### src/hdl/dabd_pkg.sv
// ----------------------------------------------------------------------------
// dabd_pkg
// shared types, constants and the month length function for the date
// advance block
// ----------------------------------------------------------------------------
package dabd_pkg;

    localparam int DayW   = 5;
    localparam int MonthW = 4;
    localparam int YearW  = 14;
    localparam int AddW   = 16;
    // running day sum: up to 31 + 65535
    localparam int SumW   = 17;
    // year split into century and year within century
    localparam int CentW  = 8;
    localparam int RemW   = 7;

    localparam int InDataW  = 40;
    localparam int OutDataW = 24;

    localparam logic [YearW-1:0]  YearMax   = 14'd16383;
    localparam logic [12:0]       Recip100  = 13'd5243;   // 2^19 / 100, rounded up
    localparam int                RecipSh   = 19;
    localparam logic [RemW-1:0]   Hundred   = 7'd100;
    localparam logic [RemW-1:0]   RemLast   = 7'd99;
    localparam logic [MonthW:0]   MonthDec  = 5'd12;
    localparam logic [MonthW-1:0] MonthJan  = 4'd1;
    localparam logic [MonthW-1:0] MonthFeb  = 4'd2;
    localparam logic [MonthW-1:0] MonthApr  = 4'd4;
    localparam logic [MonthW-1:0] MonthJun  = 4'd6;
    localparam logic [MonthW-1:0] MonthSep  = 4'd9;
    localparam logic [MonthW-1:0] MonthNov  = 4'd11;
    localparam logic [DayW-1:0]   LenLeap   = 5'd29;
    localparam logic [DayW-1:0]   LenFeb    = 5'd28;
    localparam logic [DayW-1:0]   LenShort  = 5'd30;
    localparam logic [DayW-1:0]   LenLong   = 5'd31;

    // commands from the controller to the datapath
    typedef struct packed {
        logic load;   // capture the request
        logic div;    // split the year: century quotient
        logic rem;    // split the year: year within century
        logic step;   // subtract one month and advance
        logic emit;   // copy the date into the output register
    } t_dp_cmd;

    // status from the datapath to the controller
    typedef struct packed {
        logic more;   // day still exceeds current month length
    } t_dp_sts;

    // days in a month; unknown month codes count as long months
    function automatic logic [DayW-1:0] month_len(input logic [MonthW-1:0] month,
                                                  input logic leap);
        logic [DayW-1:0] len;
        len = LenLong;
        unique case (month)
            MonthFeb: len = leap ? LenLeap : LenFeb;
            MonthApr, MonthJun, MonthSep, MonthNov: len = LenShort;
            default:  len = LenLong;
        endcase
        return len;
    endfunction

endpackage

### src/hdl/dabd_datapath.sv
// ----------------------------------------------------------------------------
// dabd_datapath
// date registers, year split for the leap test, month step unit and the
// output register
// ----------------------------------------------------------------------------
module dabd_datapath import dabd_pkg::*; (
    input  logic                i_clk,
    input  logic                i_rst_n,
    input  t_dp_cmd             i_cmd,
    input  logic [DayW-1:0]     i_day,
    input  logic [MonthW-1:0]   i_month,
    input  logic [YearW-1:0]    i_year,
    input  logic [AddW-1:0]     i_add,
    output t_dp_sts             o_sts,
    output logic [DayW-1:0]     o_day,
    output logic [MonthW-1:0]   o_month,
    output logic [YearW-1:0]    o_year
);

    logic [SumW-1:0]   r_day;
    logic [MonthW-1:0] r_month;
    logic [YearW-1:0]  r_year;
    logic [CentW-1:0]  r_cent;
    logic [RemW-1:0]   r_rem;
    logic [1:0]        r_cent4;
    logic [DayW-1:0]   r_day_o;
    logic [MonthW-1:0] r_month_o;
    logic [YearW-1:0]  r_year_o;

    logic [26:0]       w_prod;
    logic [YearW:0]    w_hund;
    logic [YearW-1:0]  w_diff;
    logic              w_leap;
    logic [DayW-1:0]   w_len;
    logic [MonthW:0]   w_mnext;
    logic              w_wrap;
    logic              w_ywrap;

    // year / 100 by reciprocal, exact for 14-bit years
    assign w_prod = r_year * Recip100;
    assign w_hund = r_cent * Hundred;
    assign w_diff = r_year - w_hund[YearW-1:0];

    // gregorian leap rule from the split year
    assign w_leap = (r_year[1:0] == 2'd0) && ((r_rem != '0) || (r_cent4 == 2'd0));
    assign w_len  = month_len(r_month, w_leap);

    assign o_sts.more = (r_day > {{(SumW-DayW){1'b0}}, w_len});

    // month step with december wrap
    assign w_mnext = {1'b0, r_month} + 5'd1;
    assign w_wrap  = (w_mnext > MonthDec);
    assign w_ywrap = (r_year == YearMax);

    // working date
    always_ff @(posedge i_clk) begin
        if (i_cmd.load) begin
            r_day   <= {{(SumW-DayW){1'b0}}, i_day} + {1'b0, i_add};
            r_month <= i_month;
            r_year  <= i_year;
        end else if (i_cmd.step) begin
            r_day <= r_day - {{(SumW-DayW){1'b0}}, w_len};
            if (w_wrap) begin
                r_month <= MonthJan;
                r_year  <= r_year + 14'd1;
            end else begin
                r_month <= w_mnext[MonthW-1:0];
            end
        end
    end

    // year split kept in step with the year counter
    always_ff @(posedge i_clk) begin
        if (i_cmd.div) begin
            r_cent <= w_prod[RecipSh +: CentW];
        end
        if (i_cmd.rem) begin
            r_rem   <= w_diff[RemW-1:0];
            r_cent4 <= r_cent[1:0];
        end else if (i_cmd.step && w_wrap) begin
            if (w_ywrap) begin
                r_rem   <= '0;
                r_cent4 <= 2'd0;
            end else if (r_rem == RemLast) begin
                r_rem   <= '0;
                r_cent4 <= r_cent4 + 2'd1;
            end else begin
                r_rem <= r_rem + 7'd1;
            end
        end
    end

    // output register
    always_ff @(posedge i_clk) begin
        if (i_cmd.emit) begin
            r_day_o   <= r_day[DayW-1:0];
            r_month_o <= r_month;
            r_year_o  <= r_year;
        end
    end

    assign o_day   = r_day_o;
    assign o_month = r_month_o;
    assign o_year  = r_year_o;

    // a month step always shrinks the day
    a_step_shrinks: assert property (@(posedge i_clk) disable iff (!i_rst_n)
        i_cmd.step |=> (r_day < $past(r_day)))
        else $error("day did not shrink on month step");

    // year within century stays below one hundred once split
    a_rem_range: assert property (@(posedge i_clk) disable iff (!i_rst_n)
        i_cmd.step |-> (r_rem <= RemLast))
        else $error("year within century out of range");

    // emitted day matches the working day
    a_emit_day: assert property (@(posedge i_clk) disable iff (!i_rst_n)
        i_cmd.emit |=> (r_day_o == $past(r_day[DayW-1:0])))
        else $error("output day mismatch");

endmodule

### src/hdl/dabd_ctrl.sv
// ----------------------------------------------------------------------------
// dabd_ctrl
// controller: request intake, year split sequence, month loop and
// result hand-off
// ----------------------------------------------------------------------------
module dabd_ctrl import dabd_pkg::*; (
    input  logic    i_clk,
    input  logic    i_rst_n,
    input  logic    i_in_valid,
    output logic    o_in_ready,
    output logic    o_out_valid,
    input  logic    i_out_ready,
    input  t_dp_sts i_sts,
    output t_dp_cmd o_cmd
);

    localparam logic [2:0] S_IDLE = 3'd0;
    localparam logic [2:0] S_DIV  = 3'd1;
    localparam logic [2:0] S_REM  = 3'd2;
    localparam logic [2:0] S_RUN  = 3'd3;
    localparam logic [2:0] S_DONE = 3'd4;

    logic [2:0] r_state;
    logic [2:0] n_state;
    logic       r_out_valid;
    logic       n_out_valid;
    logic       w_free;

    assign w_free     = !r_out_valid || i_out_ready;
    assign o_in_ready = (r_state == S_IDLE);

    // next state and commands
    always_comb begin
        n_state      = r_state;
        o_cmd        = '0;
        unique case (r_state)
            S_IDLE: begin
                if (i_in_valid) begin
                    o_cmd.load = 1'b1;
                    n_state    = S_DIV;
                end
            end
            S_DIV: begin
                o_cmd.div = 1'b1;
                n_state   = S_REM;
            end
            S_REM: begin
                o_cmd.rem = 1'b1;
                n_state   = S_RUN;
            end
            S_RUN: begin
                if (i_sts.more) begin
                    o_cmd.step = 1'b1;
                end else begin
                    n_state = S_DONE;
                end
            end
            S_DONE: begin
                if (w_free) begin
                    o_cmd.emit = 1'b1;
                    n_state    = S_IDLE;
                end
            end
            default: n_state = S_IDLE;
        endcase
    end

    // output valid flag
    always_comb begin
        n_out_valid = r_out_valid;
        if (o_cmd.emit) begin
            n_out_valid = 1'b1;
        end else if (i_out_ready) begin
            n_out_valid = 1'b0;
        end
    end

    always_ff @(posedge i_clk) begin
        if (!i_rst_n) begin
            r_state     <= S_IDLE;
            r_out_valid <= 1'b0;
        end else begin
            r_state     <= n_state;
            r_out_valid <= n_out_valid;
        end
    end

    assign o_out_valid = r_out_valid;

    // an accepted request starts the year split
    a_accept_div: assert property (@(posedge i_clk) disable iff (!i_rst_n)
        (i_in_valid && o_in_ready) |=> (r_state == S_DIV))
        else $error("request not followed by year split");

    // at most one command per cycle
    a_cmd_onehot: assert property (@(posedge i_clk) disable iff (!i_rst_n)
        $onehot0(o_cmd))
        else $error("several datapath commands at once");

    // loop ends exactly when the day fits the month
    a_run_done: assert property (@(posedge i_clk) disable iff (!i_rst_n)
        (r_state == S_RUN && !i_sts.more) |=> (r_state == S_DONE))
        else $error("month loop did not finish");

    // an emitted result is presented next cycle
    a_emit_valid: assert property (@(posedge i_clk) disable iff (!i_rst_n)
        o_cmd.emit |=> r_out_valid)
        else $error("emitted result not valid");

endmodule

### src/hdl/date_advance_by_days.sv
// ----------------------------------------------------------------------------
// date_advance_by_days
// gregorian date advance: start date plus a day count gives the later date
// ----------------------------------------------------------------------------
// A request is loaded on acceptance, the year is split into century and year
// within century for the leap test (div, then rem), and the month loop then
// takes one month step per cycle for each of the N months the day sum crosses
// (at most about 2160 for 65535 days plus a day of 31) before the result can
// be registered. The loop is set by the single month subtract-and-step unit;
// the year split happens once per request. A new request is taken as soon as the
// previous one has moved into the output register, even while that result
// still waits on the output side. Reset clears the controller only.
module date_advance_by_days import dabd_pkg::*; (
    input  logic                i_clk,
    input  logic                i_rst_n,
    input  logic                s_axis_tvalid,
    output logic                s_axis_tready,
    // day_in[4:0], month_in[8:5], year_in[22:9], days_to_add[38:23], zero pad
    input  logic [InDataW-1:0]  s_axis_tdata,
    output logic                m_axis_tvalid,
    input  logic                m_axis_tready,
    // day_out[4:0], month_out[8:5], year_out[22:9], zero pad
    output logic [OutDataW-1:0] m_axis_tdata
);

    t_dp_cmd           w_cmd;
    t_dp_sts           w_sts;
    logic [DayW-1:0]   w_day;
    logic [MonthW-1:0] w_month;
    logic [YearW-1:0]  w_year;

    // controller
    dabd_ctrl u_ctrl (
        .i_clk       (i_clk),
        .i_rst_n     (i_rst_n),
        .i_in_valid  (s_axis_tvalid),
        .o_in_ready  (s_axis_tready),
        .o_out_valid (m_axis_tvalid),
        .i_out_ready (m_axis_tready),
        .i_sts       (w_sts),
        .o_cmd       (w_cmd)
    );

    // datapath
    dabd_datapath u_dp (
        .i_clk   (i_clk),
        .i_rst_n (i_rst_n),
        .i_cmd   (w_cmd),
        .i_day   (s_axis_tdata[4:0]),
        .i_month (s_axis_tdata[8:5]),
        .i_year  (s_axis_tdata[22:9]),
        .i_add   (s_axis_tdata[38:23]),
        .o_sts   (w_sts),
        .o_day   (w_day),
        .o_month (w_month),
        .o_year  (w_year)
    );

    assign m_axis_tdata = {1'b0, w_year, w_month, w_day};

endmodule

### config.mk
export PLATFORM = sky130hd
export DESIGN_NAME = date_advance_by_days
export DESIGN_NICKNAME = d
export VERILOG_FILES = /design/src/hdl/dabd_pkg.sv /design/src/hdl/dabd_datapath.sv /design/src/hdl/dabd_ctrl.sv /design/src/hdl/date_advance_by_days.sv
export SDC_FILE = /design/constraint.sdc
export NUM_CORES = 1
export LEC_CHECK = 0
export BUFFER_PORTS_ARGS = -buffer_cell sky130_fd_sc_hd__buf_2
export CORE_ASPECT_RATIO = 0.6
export CORE_UTILIZATION = 60
export DETAILED_ROUTE_END_ITERATION = 8
export GPL_ROUTABILITY_DRIVEN = 1
export GPL_TIMING_DRIVEN = 1
export PLACE_DENSITY = 0.86
export SETUP_SLACK_MARGIN = 0.4
export SLEW_MARGIN = 20
export SYNTH_ARGS = -nofsm -noshare
export SYNTH_HDL_FRONTEND = slang
export SYNTH_HIERARCHICAL = 1
export SYNTH_SLANG_ARGS = --single-unit
### constraint.sdc
create_clock -name i_clk -period 5.9 [get_ports i_clk]
set_input_delay 1.475 -clock i_clk [delete_from_list [all_inputs] [get_ports i_clk]]
set_output_delay 1.475 -clock i_clk [all_outputs]
set_load 0.005 [all_outputs]
* After elaboration in Yosys (flattened, before gate mapping)
Cells that the tools add are included.
Word-level totals: flip-flop bits (word level) 79, logic and storage cells 86
Cells by class: multipliers 2, reduce and logical (&&, ||, !) cells 18, magnitude comparators 2, mux-type cells 32, add/subtract/negate cells 7, equal/unequal tests 14
Operator list (count):
- $mux 14 | 3
- $mux 17 | 2
- $mux 7 | 4
- $mul 14x13->27 const B | 1
- $add 5x16->17 | 1
- $gt 17x5->1 | 1
- $sub 17x5->17 | 1
- $pmux 3 s5 | 1
- $add 14x1->14 const B | 1
- $eq 14x14->1 const B | 1
- $mux 4 | 3
- $mux 1 | 11
- $pmux 5 s2 | 1
- $mux 3 | 3
- $eq 4x3->1 const B | 2
- $eq 4x4->1 const B | 2
- $mul 8x5->5 const B | 1
- $mux 2 | 4
- $reduce_bool 2->1 | 4
- $add 7x1->7 const B | 1
- $eq 7x7->1 const B | 1
- $reduce_bool 7->1 | 1
- $sub 7x7->7 | 1
- $eq 3x2->1 const B | 2
- 17 further kinds | 22

* Depth between registers and ports, before layout
Gate-level depths: netlist (run 1).
word-level depth 11, mapped depth 16, mapped depth without buffers 16

* By module
The synthesis (run 1) kept the hierarchy.
By module, submodules not included:
- dabd_datapath | sequential area each 2162.1 um^2, times used 1, cells an instance 681, area each 7220.7 um^2
- dabd_ctrl | sequential area each 80.1 um^2, times used 1, cells an instance 27, area each 266.5 um^2
- date_advance_by_days | sequential area each 0.0 um^2, times used 1, cells an instance 2, area each 11.3 um^2

* Worst setup path before layout (run 1)
Ideal clock, no wire load.
kind reg2reg, start register u_dp.r_year[4], end register u_dp.r_cent[2] (data pin), stages on the path, launching flop included 17, data arrival time 4.403 ns, slack 1.239 ns, data required time 5.642 ns, setup time 0.258 ns, cell sequence edfxtp_1 -> inv_1 -> fa_1 -> inv_1 -> ha_1 -> fa_1 -> inv_1 -> fa_1 -> fa_1 -> inv_1 -> ha_1 -> and3_1 -> nor3b_1 -> a221oi_1 -> o31ai_1 -> a21oi_1 -> xnor2_1
On the way: longest elaborated chain between the ends 1
RTL lines:
- start, declared | RTL line dabd_datapath.sv:22 | logic [YearW-1:0] r_year;
- start signal, assigned | RTL line dabd_datapath.sv:60 | r_year <= i_year;
- start signal, assigned | RTL line dabd_datapath.sv:65 | r_year <= r_year + 14'd1;
- $mul 14x13->27 | RTL line dabd_datapath.sv:40 | assign w_prod = r_year * Recip100;
- named net u_dp.w_prod[21] | RTL line dabd_datapath.sv:30 | logic [26:0] w_prod;
- end signal, assigned | RTL line dabd_datapath.sv:75 | r_cent <= w_prod[RecipSh +: CentW];
- end, declared | RTL line dabd_datapath.sv:23 | logic [CentW-1:0] r_cent;
The timed path passes the listed nets, and every way through them passes these cells. A chain may end at the register's enable or synchronous reset.

* Worst setup path after layout (run 1)
start register u_dp.r_year[6], end register u_dp.r_cent[3] (data pin)
The elaborated chain is that of the path after synthesis.

==> results.md, run 1 <==
- HPWL after DPL: 14.4 mm
- Worst vdd ir: 0.000468 V
- Post-synthesis sequential area ratio: 0.299
- IO Pins: 70
- Residual DRC count: 0
- Worst-path clk slew: 0.06 ns
- Pwr dens: 597 nW/um2
- Fill count: 896
- TritonCTS clock tree: built
- Finished Layout Cells: 953
- Initial DRC count: 592
- DIE AREA: 13000 um2
- Vias in the first global route: 5357
- Final Hold Slack: 0.475 ns
- Die height: 88.6 um
- Global route total overflow: 0
- Final Max Slew Viols: 0
- Top cells by area, synth: edfxtp_1 (29%), ha_1 (19%), fa_1 (17%)
- Max FO, Critical Path: 9
- CTS Hold Bufs: 0
- CTS root buf: clkbuf_16
- Pin count of the biggest net entering global routing: 64
- CP Capture Type: flop
- Synth warn: 6
- Average wire per standard cell: 19.3 um
- Top FF cell, synth: edfxtp_1
- Finished Cell Area: 8350 um2
- Post-Synth Simple-Gate Area: 0.0944
- CP Data Arrival Time: 5.31 ns
- Setup TNS: 0 ns
- Yosys reg bits: 76
- Worst min-delay path class: reg2reg
- Clock sink total: 76
- Synthesis-to-finish area growth: 11.3%
- Final setup fails: 0
- Post-Syn Area: 7500 um2
- Die Width: 146 um
- Cells after Synth: 710
- Core area: 12100 um2
- Leak Pwr: 0.00385 uW
- Initial antenna violation count: 0
- RSZ-0062 raised after global routing: false
- Final min period: 5.22 ns
- Post-synth ARST share: 0
- Largest family of logic cells by synthesized area: adder cells
- FP Rows: 31
- Syn Nets: 935
- Placed cell areas: 8030 um2
- Layout cells sized above 1: 0.128
- Antenna viol nets, final: 0
- Max-Slew Margin vs Limit: 0.363
- Post-synthesis mux area share: 0.00968
- Total vias in the final route: 5524
- Max clock buf depth: 2
- Critical path data required time: 5.98 ns
- Via density: 5.80
- Syn avg cell area: 10.6 um2
- Port buffer count: 67
- Placed insts: 937
- GPL Wtd Cong: 0.952
- H-tree Lvls: 3
- Synth area leader: edfxtp_1
- Max Cap Viol: 0
- WS Path Type: reg2reg
- Period utilisation layout: 0.886
- Post-synthesis xor/xnor area fraction: 0.0689
- Slew @ Worst Pin: 0.954 ns
- Final core utilization: 0.690
- EDFF count, synth: 72
- Total Wirelength: 18.4 mm
- Fin. Hold Viols: 0
- Fmax: 191 MHz
- Starting Density: 0.620
- Post-Synth Adder-Cell Area: 0.367
- Status: completed
- Crit start category: flop
- Diodes inserted: 0
- First-pass GRT wire length: 28.3 mm
- Final #Nets: 1008
- Layout Skew: 0.00664 ns
- DR pass1 iterations: 5
- Synth Area in Compound Gates: 0.0808
- CTS buffer count: 9
- Clock latency on the worst-skew pair: 0.35 ns
- Number of distinct library cells after synthesis: 56
- GRT Util Overall: 0.294
- Synth top area share: 0.288
-- cells by family after synthesis --
family	after synthesis
muxes	7
buffers and inverters	153
xor gates and xnor gates	59
DFF	76
and+or+nand+nor	132
other	1
adders and majority gates	181
AOI/OAI and AO/OA	101
-- sequential cells by signal, indices dropped and copies added (netlist names) --
| signal | cells |
|---|---|
| u_dp/r_day | 17 |
| u_dp/o_year | 14 |
| u_dp/r_year | 14 |
| u_dp/r_rem | 7 |
| u_dp/o_day | 5 |
| u_dp/r_cent | 5 |
| u_dp/o_month | 4 |
| u_dp/r_month | 4 |
| u_ctrl/r_state | 3 |
| u_dp/r_cent4 | 2 |
| u_ctrl/o_out_valid | 1 |
-- power breakdown --
| group | total (uW) | internal [uW] | switching [uW] |
|---|---|---|---|
| Clock | 590 | 369 | 222 |
| Combinational | 3550 | 1460 | 2090 |
| Sequential | 850 | 746 | 104 |
| Total | 4990 | 2570 | 2410 |
-- synthesized netlist by cell type, drive strengths merged (6+ instances only) --
master	n
buf	6
inv	139
xor2	18
nor3	12
nand3	12
and3	6
o22ai	6
ha	116
edfxtp	72
nor2	20
nand2	47
xnor2	41
fa	65
o21ai	34
a21o	6
clkbuf	7
a21oi	27
nor3b	10
nand4	6
-- cell type report --
cell class	instances	area, um2	area share
Clock buffer	11	233	0.0279
Clock inverter	5	76.3	0.00914
Inverter	140	526	0.0630
Multi-Input combinational cell	481	4670	0.559
Sequential cell	76	2240	0.269
Tap cell	165	206	0.0247
Timing Repair Buffer	75	395	0.0474
-- timing repair --
item | CTS | global route
buffers inserted | 0 | 0
gates resized for setup | 0 | 1
setup endpoints to repair | 0 | 2
-- placed cells by master, fill, tap and decap left out, types with 20 or more instances in the layout --
master / Yosys / routed
a21oi_1: 27 / 27
buf_2: 0 / 67
edfxtp_1: 72 / 72
fa_1: 65 / 65
ha_1: 116 / 116
inv_1: 139 / 139
nand2_1: 47 / 47
nor2_1: 20 / 20
o21ai_0: 34 / 34
xnor2_1: 41 / 41
-- metrics by stage --
| stage | power (uW) | setup slack [ns] |
|---|---|---|
| floorplan | 3410 | 1.24 |
| detailed placement | 4310 | 0.598 |
| global route | 5480 | 0.493 |
| CTS | 4930 | 0.595 |
| finish | 4990 | 0.675 |
| global placement | 4050 | 0.776 |
-- path summary, 6_finish.rpt --
kind,slack (ns),startpoint,endpoint,depth (start not counted)
max reg2reg,0.68,u_dp/r_year[6],u_dp/r_cent[3],16
max,0.68,u_dp/r_year[6],u_dp/r_cent[3],16
min,0.48,u_dp/r_day[0],u_dp/o_day[0],0
min reg2reg,0.48,u_dp/r_day[0],u_dp/o_day[0],0
-- routing by layer --
| metal | routed length [um] | vias up | global-route usage |
|---|---|---|---|
| met4 | 204 | 0 | 0.0653 |
| met3 | 1640 | 21 | 0.0634 |
| met2 | 8290 | 294 | 0.464 |
| li1 | - | 2527 | - |
| met1 | 8220 | 2682 | 0.422 |
| met5 | 0 | - | 0 |
-- worst max-delay path, stage by stage (launching register included) --
cell	delay [ns]
edfxtp_1	0.66
inv_1	0.21
fa_1	0.54
inv_1	0.04
ha_1	0.22
fa_1	0.50
fa_1	0.49
inv_1	0.06
fa_1	0.54
inv_1	0.05
ha_1	0.32
and3_1	0.20
nor3b_1	0.15
a221oi_1	0.37
o31ai_2	0.16
o31ai_1	0.33
xnor2_1	0.12
(Power assumes the default switching activity.)
==> run 2, diff against run 1 <==
- CORE_UTILIZATION: 60 -> 43
- PLACE_DENSITY: 0.86 -> 0.67
==> results.md, run 2 (synthesis gave the netlist of run 1 again) <==
- Status: completed (unchanged)
- Reg2Reg Setup Slack: 0.81 ns (was 0.68 ns)
- Commonest non-fill, non-tap cell in the layout: inv_1 (unchanged)
- Period utilisation layout: 0.862 (was 0.886)
- Critical path, cell by cell: ha_1 -> fa_1 -> fa_1 -> inv_1 -> fa_1 -> fa_1 -> inv_1 -> ha_1 -> and3_1 -> nor3b_1 -> a221oi_1 -> o31ai_2 -> o31ai_1 -> xnor2_1 (was inv_1 -> fa_1 -> inv_1 -> ha_1 -> fa_1 -> fa_1 -> inv_1 -> fa_1 -> inv_1 -> ha_1 -> and3_1 -> nor3b_1 -> a221oi_1 -> o31ai_2 -> o31ai_1 -> xnor2_1)
- Fill count: 1510 (was 896)
- Global route total overflow: 0 (unchanged)
- Finished Layout Cells: 1028 (was 953)
- Slew @ Worst Pin: 1.03 ns (was 0.954 ns)
- Clock latency on the worst-skew pair: 0.33 ns (was 0.35 ns)
- Sequential share of power: 0.170 (about the same)
- Total vias in the final route: 5143 (was 5524)
- FP Rows: 36 (was 31)
- HPWL after DPL: 13.4 mm (was 14.4 mm)
- Average wire per standard cell: 16.3 um (was 19.3 um)
- Worst vdd ir: 0.000348 V (was 0.000468 V)
- Die Width: 172 um (was 146 um)
- M3 GR Usage: 0.0331 (was 0.0634)
- CTS buffer count: 9 (unchanged)
- Final Hold Slack: 0.482 ns (was 0.475 ns)
- Most frequent cells in the layout: inv_1 (139), ha_1 (116), edfxtp_1 (72) (unchanged)
- DIE AREA: 18000 um2 (was 13000 um2)
- Starting Density: 0.451 (was 0.620)
- Clock network fraction of total power: 0.115 (was 0.118)
- Critical path's largest stage delay: 0.63 ns (was 0.66 ns)
- Pin count of the biggest net entering global routing: 39 (was 64)
- DR pass1 iterations: 4 (was 5)
- Port buffer count: 67 (unchanged)
- Psw: 2320 uW (was 2410 uW)
- Die height: 104 um (was 88.6 um)
- TritonCTS clock tree: built (unchanged)
- Residual DRC count: 0 (unchanged)
- Vias in the first global route: 4942 (was 5357)
- CP Data Arrival Time: 5.16 ns (was 5.31 ns)
- Worst-path clk slew: 0.06 ns (about the same)
- Max FO, Critical Path: 10 (was 9)
- Final Max Slew Viols: 0 (unchanged)
- Initial DRC count: 463 (was 592)
- Max Cap Viol: 0 (unchanged)
- Leak Pwr: 0.00391 uW (was 0.00385 uW)
- Setup TNS: 0 ns (unchanged)
- IO Pins: 70 (unchanged)
- GR Util met2: 0.258 (was 0.464)
- Critical path data required time: 5.98 ns (about the same)
- Final setup fails: 0 (unchanged)
- Antenna viol nets, final: 0 (unchanged)
- H-tree Lvls: 3 (unchanged)
- Combinational share of power: 0.715 (was 0.711)
- Max-Slew Margin vs Limit: 0.315 (was 0.363)
- Fin. Hold Viols: 0 (unchanged)
- Biggest register: u_dp/r_day (unchanged)
- Met1 GRT Util: 0.344 (was 0.422)
- Layout cells sized above 1: 0.143 (was 0.128)
- CTS root buf: clkbuf_16 (unchanged)
- CP Capture Type: flop (unchanged)
- Placed insts: 1002 (was 937)
- Storage cell area: 2240 um2 (unchanged)
- Multi-input combinational cell area: 4670 um2 (unchanged)
- CP dominant cell by count: fa_1
- Synthesis-to-finish area growth: 13.3% (was 11.3%)
- Fmax: 197 MHz (was 191 MHz)
- Final #Nets: 1020 (was 1008)
- Final min period: 5.09 ns (was 5.22 ns)
- Pint: 2530 uW (was 2570 uW)
- Net switching fraction of the power: 0.479 (was 0.484)
- GRT Util Overall: 0.201 (was 0.294)
- Clock sink total: 76 (unchanged)
- Worst min-delay path class: reg2reg (unchanged)
- WS Path Type: reg2reg (unchanged)
- Diodes inserted: 0 (unchanged)
- RSZ-0062 raised after global routing: false (unchanged)
- GPL Wtd Cong: 0.819 (was 0.952)
- CP max-delay cell: edfxtp_1 (unchanged)
- Largest register FFs: 17 (unchanged)
- Core area: 16600 um2 (was 12100 um2)
- Max clock buf depth: 2 (unchanged)
- Crit start category: flop (unchanged)
- Gr busiest metal: met1 (was met2)
- First-pass GRT wire length: 27.2 mm (was 28.3 mm)
- Via density: 5.00 (was 5.80)
- Total Wirelength: 16.8 mm (was 18.4 mm)
- Initial antenna violation count: 0 (unchanged)
- Pwr dens: 571 nW/um2 (was 597 nW/um2)
- Layout Skew: 0.00759 ns (was 0.00664 ns)
run 2: cell count changes in the layout (fill, tap and decap cells not counted), sizes merged:
| cell | change |
|---|---|
| clkinv | +1 |
| inv | +1 |
| bufinv | -1 |
| buf | +12 |
| clkbuf | -1 |
run 2: final cells by class:
| cell class | instances | area share |
|---|---|---|
| clock buffers | 10 | 0.0269 |
| clock inverters | 6 | 0.00751 |
| inverters | 140 | 0.0618 |
| multi-input cells | 481 | 0.549 |
| flip-flops and latches | 76 | 0.264 |
| well taps | 228 | 0.0336 |
| repair buffers | 87 | 0.0571 |
run 2: final timing paths:
kind / cells after the start / start / to
worst max-delay path: 14 / u_dp/r_year[8] / u_dp/r_cent[3]
worst min-delay path: 0 / u_dp/r_day[0] / u_dp/o_day[0]
worst max register to register: 14 / u_dp/r_year[8] / u_dp/r_cent[3]
worst min register to register: 0 / u_dp/r_day[0] / u_dp/o_day[0]
run 2: what timing repair did:
item,4_1_cts,5_1_grt
setup buffers,0,10
endpoints found under the setup margin,0,2
endpoints found under the hold margin,0,0
resized for setup,0,1
hold buffers,0,0
run 2: layer usage:
metal	vias to the layer above	share of wire
li1	2556	-
met1	2444	0.57
met2	136	0.37
met3	7	0.051
met4	0	0.0048
met5	-	0
run 2: stage by stage:
stage	cell area, um2	util	setup slack (ns)	total power (uW)
global route	8500	0.511	0.522	5450
detailed placement	8130	0.489	0.741	4210
floorplan	7500	-	1.24	3410
finish	8500	0.511	0.815	4860
global placement	8130	0.489	0.795	4140
CTS	8420	0.507	0.727	4810
run 2: worst max-delay path: cells and delay by family, from the launching register on:
kind | cells | cell delay [ns]
compound gates | 3 | 0.89
xor+xnor | 1 | 0.09
fa+ha+maj | 6 | 2.77
buf+inv | 2 | 0.09
flops | 1 | 0.63
simple gates | 2 | 0.36
run 2: power by group through the flow:
| stage | clock network [uW] | registers [uW] | logic [uW] |
|---|---|---|---|
| global route | 592 | 839 | 4020 |
| detailed placement | 0 | 844 | 3370 |
| CTS | 572 | 833 | 3410 |
| floorplan | 0 | 824 | 2580 |
| finish | 559 | 828 | 3470 |
| global placement | 0 | 842 | 3300 |
